--- src/rtl/dsbn_pkg.sv ---
// ----------------------------------------------------------------------------
// dsbn_pkg
// Shared constants and types of the dual sample to byte normalizer.
// ----------------------------------------------------------------------------
package dsbn_pkg;

  localparam int SAMPLE_BITS_DEF = 16;
  localparam int BYTE_BITS       = 8;
  localparam int QUO_BITS        = BYTE_BITS + 1;
  localparam int CMD_BITS        = 2;

  localparam logic [CMD_BITS-1:0] CMD_MEASURE = 2'd0;
  localparam logic [CMD_BITS-1:0] CMD_CONVERT = 2'd1;
  localparam logic [CMD_BITS-1:0] CMD_CLEAR   = 2'd2;

  localparam logic [BYTE_BITS-1:0] FULL_SCALE = 8'd255;

  typedef struct packed {
    logic                 busy;
    logic                 done;
    logic [BYTE_BITS-1:0] value;
  } lane_status_t;

endpackage

--- src/rtl/dsbn_lane.sv ---
// ----------------------------------------------------------------------------
// dsbn_lane
// One normalizing lane: restoring division of |s|*255 by the matching extreme,
// one quotient bit per cycle, saturated at 255.
// ----------------------------------------------------------------------------
module dsbn_lane
  import dsbn_pkg::*;
#(
  parameter int SAMPLE_BITS = SAMPLE_BITS_DEF
) (
  input  logic                   clk,
  input  logic                   rst,
  input  logic                   start,
  input  logic                   take,
  input  logic [SAMPLE_BITS-1:0] sample,
  input  logic [SAMPLE_BITS-1:0] low_ext,
  input  logic [SAMPLE_BITS-1:0] high_ext,
  output lane_status_t           status
);

  localparam int NUM_BITS = SAMPLE_BITS + BYTE_BITS;
  localparam int CNT_BITS = $clog2(QUO_BITS);

  localparam logic [1:0] ST_IDLE = 2'd0;
  localparam logic [1:0] ST_RUN  = 2'd1;
  localparam logic [1:0] ST_DONE = 2'd2;

  logic [1:0]             state;
  logic [CNT_BITS-1:0]    count;
  logic [NUM_BITS-1:0]    rem;
  logic [NUM_BITS-1:0]    div;
  logic [QUO_BITS-1:0]    quo;
  logic                   zero;

  logic [SAMPLE_BITS-1:0] mag;
  logic [SAMPLE_BITS-1:0] den_src;
  logic [SAMPLE_BITS-1:0] den;
  logic [NUM_BITS-1:0]    mag_ext;
  logic [NUM_BITS-1:0]    num;
  logic                   fits;
  logic [NUM_BITS-1:0]    diff;

  assign mag     = sample[SAMPLE_BITS-1] ? (~sample + 1'b1) : sample;
  assign den_src = sample[SAMPLE_BITS-1] ? low_ext : high_ext;
  assign den     = den_src[SAMPLE_BITS-1] ? (~den_src + 1'b1) : den_src;
  assign mag_ext = {{BYTE_BITS{1'b0}}, mag};
  assign num     = (mag_ext << BYTE_BITS) - mag_ext;
  assign fits    = rem >= div;
  assign diff    = rem - div;

  always_ff @(posedge clk) begin
    if (rst) begin
      state <= ST_IDLE;
      count <= '0;
    end else begin
      unique case (state)
        ST_IDLE: begin
          if (start) begin
            state <= ST_RUN;
            count <= CNT_BITS'(QUO_BITS - 1);
          end
        end
        ST_RUN: begin
          if (count == '0) begin
            state <= ST_DONE;
          end else begin
            count <= count - 1'b1;
          end
        end
        ST_DONE: begin
          if (take) begin
            state <= ST_IDLE;
          end
        end
        default: state <= ST_IDLE;
      endcase
    end
  end

  always_ff @(posedge clk) begin
    if (state == ST_IDLE) begin
      if (start) begin
        rem  <= num;
        div  <= {den, {BYTE_BITS{1'b0}}};
        quo  <= '0;
        zero <= (den == '0);
      end
    end else if (state == ST_RUN) begin
      if (fits) begin
        rem <= diff;
      end
      quo <= {quo[QUO_BITS-2:0], fits};
      div <= div >> 1;
    end
  end

  always_comb begin
    status.busy = (state != ST_IDLE);
    status.done = (state == ST_DONE);
    if (zero) begin
      status.value = '0;
    end else if (quo[QUO_BITS-1]) begin
      status.value = FULL_SCALE;
    end else begin
      status.value = quo[BYTE_BITS-1:0];
    end
  end

endmodule

--- src/rtl/dsbn_merge.sv ---
// ----------------------------------------------------------------------------
// dsbn_merge
// Output stage: joins the two lane results into one request and holds it
// until the receiver takes it.
// ----------------------------------------------------------------------------
module dsbn_merge
  import dsbn_pkg::*;
(
  input  logic                 clk,
  input  logic                 rst,
  input  lane_status_t         lane_a,
  input  lane_status_t         lane_b,
  output logic                 take,
  output logic                 out_valid,
  input  logic                 out_ready,
  output logic [BYTE_BITS-1:0] byte_a,
  output logic [BYTE_BITS-1:0] byte_b
);

  assign take = lane_a.done && lane_b.done && (!out_valid || out_ready);

  always_ff @(posedge clk) begin
    if (rst) begin
      out_valid <= 1'b0;
    end else if (take) begin
      out_valid <= 1'b1;
    end else if (out_ready) begin
      out_valid <= 1'b0;
    end
  end

  always_ff @(posedge clk) begin
    if (take) begin
      byte_a <= lane_a.value;
      byte_b <= lane_b.value;
    end
  end

endmodule

--- src/rtl/dual_sample_to_byte_normalizer.sv ---
// ----------------------------------------------------------------------------
// dual_sample_to_byte_normalizer
// Tracks the low and high extremes of signed sample pairs and maps a pair to
// two bytes scaled against those extremes.
//
// Input channel: command, sample_a, sample_b under in_valid / in_ready.
// Measure widens the extremes, clear zeroes them; neither gives a result.
// Convert starts both lanes at once; each lane runs a restoring divider of
// |s|*255 by the matching extreme, one quotient bit per cycle, so a convert
// request leaves in_ready low until both lanes pass their bytes to the output
// register, where they appear on out_valid / out_ready.
// Measure and clear requests are taken one per cycle while no convert runs.
// A zero extreme gives byte 0; a quotient above 255 gives 255.
// When the receiver stalls, the result holds in the output register; a later
// convert holds its bytes in the lanes behind it and the input waits until
// the output register frees.
// Reset zeroes both extremes and empties the lanes and the output register.
// ----------------------------------------------------------------------------
module dual_sample_to_byte_normalizer
  import dsbn_pkg::*;
#(
  parameter int SAMPLE_BITS = SAMPLE_BITS_DEF
) (
  input  logic                   clk,
  input  logic                   rst,
  input  logic                   in_valid,
  output logic                   in_ready,
  input  logic [CMD_BITS-1:0]    command,
  input  logic [SAMPLE_BITS-1:0] sample_a,
  input  logic [SAMPLE_BITS-1:0] sample_b,
  output logic                   out_valid,
  input  logic                   out_ready,
  output logic [BYTE_BITS-1:0]   byte_a,
  output logic [BYTE_BITS-1:0]   byte_b
);

  logic signed [SAMPLE_BITS-1:0] low_extreme;
  logic signed [SAMPLE_BITS-1:0] high_extreme;
  logic signed [SAMPLE_BITS-1:0] low_extreme_next;
  logic signed [SAMPLE_BITS-1:0] high_extreme_next;
  logic signed [SAMPLE_BITS-1:0] low_ab;
  logic signed [SAMPLE_BITS-1:0] high_ab;
  logic signed [SAMPLE_BITS-1:0] sa;
  logic signed [SAMPLE_BITS-1:0] sb;

  logic         accept;
  logic         start;
  logic         take;
  lane_status_t lane_a;
  lane_status_t lane_b;

  assign in_ready = !lane_a.busy && !lane_b.busy;
  assign accept   = in_valid && in_ready;
  assign start    = accept && (command == CMD_CONVERT);

  assign sa      = $signed(sample_a);
  assign sb      = $signed(sample_b);
  assign low_ab  = (sa < sb) ? sa : sb;
  assign high_ab = (sa > sb) ? sa : sb;

  always_comb begin
    low_extreme_next  = low_extreme;
    high_extreme_next = high_extreme;
    if (accept) begin
      unique case (command)
        CMD_MEASURE: begin
          if (low_ab < low_extreme) begin
            low_extreme_next = low_ab;
          end
          if (high_ab > high_extreme) begin
            high_extreme_next = high_ab;
          end
        end
        CMD_CLEAR: begin
          low_extreme_next  = '0;
          high_extreme_next = '0;
        end
        default: begin
        end
      endcase
    end
  end

  always_ff @(posedge clk) begin
    if (rst) begin
      low_extreme  <= '0;
      high_extreme <= '0;
    end else begin
      low_extreme  <= low_extreme_next;
      high_extreme <= high_extreme_next;
    end
  end

  dsbn_lane #(
    .SAMPLE_BITS(SAMPLE_BITS)
  ) u_lane_a (
    .clk      (clk),
    .rst      (rst),
    .start    (start),
    .take     (take),
    .sample   (sample_a),
    .low_ext  (low_extreme),
    .high_ext (high_extreme),
    .status   (lane_a)
  );

  dsbn_lane #(
    .SAMPLE_BITS(SAMPLE_BITS)
  ) u_lane_b (
    .clk      (clk),
    .rst      (rst),
    .start    (start),
    .take     (take),
    .sample   (sample_b),
    .low_ext  (low_extreme),
    .high_ext (high_extreme),
    .status   (lane_b)
  );

  dsbn_merge u_merge (
    .clk       (clk),
    .rst       (rst),
    .lane_a    (lane_a),
    .lane_b    (lane_b),
    .take      (take),
    .out_valid (out_valid),
    .out_ready (out_ready),
    .byte_a    (byte_a),
    .byte_b    (byte_b)
  );

endmodule

--- config.mk ---
export PLATFORM = sky130hd
export DESIGN_NAME = dual_sample_to_byte_normalizer
export DESIGN_NICKNAME = d
export VERILOG_FILES = /design/src/rtl/dsbn_pkg.sv /design/src/rtl/dsbn_lane.sv /design/src/rtl/dsbn_merge.sv /design/src/rtl/dual_sample_to_byte_normalizer.sv
export SDC_FILE = /design/constraint.sdc
export NUM_CORES = 1
export LEC_CHECK = 0
export ABC_AREA = 1
export BUFFER_PORTS_ARGS = -buffer_cell sky130_fd_sc_hd__buf_2
export CAP_MARGIN = 20
export CORE_ASPECT_RATIO = 1.75
export CORE_MARGIN = 1
export CORE_UTILIZATION = 55
export DETAILED_ROUTE_END_ITERATION = 10
export PLACE_DENSITY = 0.79
export REMOVE_ABC_BUFFERS = 1
export SLEW_MARGIN = 20
export SYNTH_ARGS = -nofsm -noshare
export SYNTH_HDL_FRONTEND = slang
export SYNTH_HIERARCHICAL = 1
export SYNTH_SLANG_ARGS = --single-unit
--- constraint.sdc ---
create_clock -name clk -period 10.2 [get_ports clk]
set_input_delay 1.02 -clock clk [delete_from_list [all_inputs] [get_ports clk]]
set_output_delay 1.02 -clock clk [all_outputs]
set_load 0.03 [all_outputs]
==> flow_summary.toml <==
[hold_path]
hold_start = "u_lane_a/count[0]"
min_path_type = "flop to flop"

[power]
clkPwrFrac = 0.284
power_density_nw_per_um2 = 146.7
leakage_nw = 7.595
power.internal_mw = 1.475
max-vdd-ir-drop_mv = 0.1219
power.switching_uw = 853.3
combinationalPowerShare = 0.340
seqPwrFrac = 0.377
swShare = 0.3665

[cts]
cts_buffer_depth = 2
clock-root-buffer = "clkbuf_16"
ctsHoldBuffers = 0
cts_max_level = 4
clkTransAtPathRegs_ns = 0.07
post-cts-setup-buffers = 0
ctsResizeCount = 0
cts_tree = "yes"
cts_buffers = 17
clk_latency_ns = 0.45
clock-sinks = 177

[place]
place_congestion = 0.9700
dp_hpwl_um = 30870
io_buffers = 55
placed_area_um2 = 15290

[worst_setup_path]
crit_arrival_ns = 5.94
crit_fanout = 36
cp-end-kind = "flop"
startpoint = "sample_b[15]"
required_ns = 10.52
path_class = "input port to flop"
start_kind = "input port"
r2r_start = "u_lane_a/state[1]"

[yosys]
syn_area_um2 = 14750
synthTopCellsByArea = "edfxtp_1, nand2_1, ha_1"
ys_types = 60
ys_warn_count = 6
synthCells = 2083
synth_flop_cell = "edfxtp_1"
synth_top_area_share = 0.2687
synth_edf_count = 132
synth_area_per_cell_um2 = 7.081
synth_most_common_cell = "nand2_1"
yosys.area.top_type = "edfxtp_1"
netlist_top_cells_count = "nand2_1, inv_1, nor2_1"
ys_ff_latch = 177
synth_seq_area_share = 0.3298
synthArstFlopShare = 0

[grt]
overflow = 0
grt_usage = 0.2908
grt_max_degree = 60
antenna_found_initial = 0
grt_pass1_wl_um = 63160
grt_pass1_vias = 13310

[finish]
drive_above_1_share = 0.08630
nets = 2272
final_area_um2 = 15880
nFillCells = 2479
multiInputGateArea_um2 = 8499
seq_area_um2 = 4865
diodes = 0
syn_to_final_growth_pct = 7.626

[floorplanning]
die-height_um = 218.6
dieArea_um2 = 27500
num_rows = 79
start_util = 0.5568
ios = 56
fp.coreArea_um2 = 26490
die_w_um = 125.8

[sta]
finalSetupViolCount = 0
relSlewSlack = 0.3619
fin_crit_ns = 5.618
rsz0062_at_grt = "no"
max_freq_mhz = 178.0
final.setup.tns_ns = 0
drv_slew = 0
tightestPinTransition_ns = 0.9561
finalHoldViolCount = 0
skew_ns = 0.01188
final.period_utilization = 0.5508

[routing]
ant_nets = 0
drc = 0
wirelength_um = 39140
wl_per_cell_um = 15.94
dr.pass1.iters = 6
vias = 13760
drt_iter0_drc = 850
via_per_inst = 5.604

[run_status]
status = "finished clean"

[job]
cap_violations = 0
cells in the final DEF, fill, tap and decap left out, types with 16 or more instances in the layout:
cell type,count
a211oi_1,22
a21oi_1,156
buf_2,55
clkbuf_16,17
dfxtp_1,45
edfxtp_1,132
ha_1,113
inv_1,298
nand2_1,482
nand2_2,20
nand3_1,122
nand4_1,20
nor2_1,236
nor3_1,16
o21ai_0,129
o21ai_1,26
xor2_1,40
power groups by stage:
stage          clock [mW]  sequential (mW)  combinational [mW]
4_1_cts             0.670            0.877               0.781
3_5_place_dp            0            0.893               0.774
6_report            0.661            0.877               0.791
5_1_grt             0.698            0.882               0.891
2_1_floorplan           0            0.881               0.576
3_3_place_gp            0            0.891               0.755
area by class of cell:
type | count | area share
Multi-Input combinational cell | 1546 | 0.5354
Sequential cell | 177 | 0.3064
Inverter | 312 | 0.07377
Clock buffer | 17 | 0.02680
Tap cell | 324 | 0.02554
Timing Repair Buffer | 65 | 0.02207
Clock inverter | 15 | 0.01001
metal layers:
metal | vias up | track usage | part of all wire
met5 | - | 0 | 0
met4 | 0 | 0.1851 | 0.063
met3 | 113 | 0.04284 | 0.046
met2 | 404 | 0.5324 | 0.50
met1 | 6279 | 0.3110 | 0.39
li1 | 6967 | - | -
final timing paths:
kind	cells after the start	to	slack [ns]
worst max register to register	10	u_lane_b/rem[18]	6.54
worst min register to register	1	u_lane_a/count[0]	0.46
worst max-delay path	22	high_extreme[0]	4.58
worst min-delay path	1	u_lane_a/count[0]	0.46
sequential cells by signal (all words and copies together), names as in the netlist:
name and flops:
u_lane_a/count 4, u_lane_a/quo 9, u_lane_a/zero 1, u_lane_a/state 2, u_merge/out_valid 1, u_lane_a/div 24, u_lane_a/rem 24, u_lane_b/zero 1
u_lane_b/quo 9, u_merge/byte_b 8, u_merge/byte_a 8, u_lane_b/count 4, u_lane_b/rem 24, high_extreme 16, u_lane_b/div 24, u_lane_b/state 2
low_extreme 16
critical path, stage by stage:
cell	delay (ns)
buf_2	0.07
buf_4	0.37
inv_1	0.09
ha_1	0.36
a21oi_1	0.19
o21ai_1	0.10
a21oi_2	0.18
nand3_1	0.14
nand2_1	0.64
a31o_2	0.61
o21ai_0	0.22
ha_1	0.39
nand2_1	0.11
nor4_1	0.42
a21oi_1	0.12
nand2_1	0.08
o211ai_1	0.10
a21boi_2	0.13
buf_4	0.29
o21ai_0	0.13
o21ai_0	0.10
nor2_1	0.05
through the flow:
step / util / setup WS (ns) / std cells / power (mW) / hold WS [ns]
floorplan: - / 3.755 / 2035 / 1.458 / 0.4256
global placement: 0.5772 / 4.414 / 2424 / 1.645 / 0.4436
detailed placement: 0.5772 / 4.234 / 2424 / 1.667 / 0.4469
CTS: 0.5992 / 4.700 / 2456 / 2.328 / 0.4619
global route: 0.5993 / 4.315 / 2456 / 2.470 / 0.4989
finish: 0.5993 / 4.582 / 2456 / 2.328 / 0.4647
cell families after synthesis:
logic type      count (synthesis)  synth area share
simple gates                  968            0.2827
compound gates                395            0.1500
buf+inv                       360           0.09602
flops                         177            0.3298
fa+ha+maj                     115           0.09857
xor+xnor                       53           0.03198
mux                            15           0.01094
Note: power is estimated with default switching activity, not from simulation.
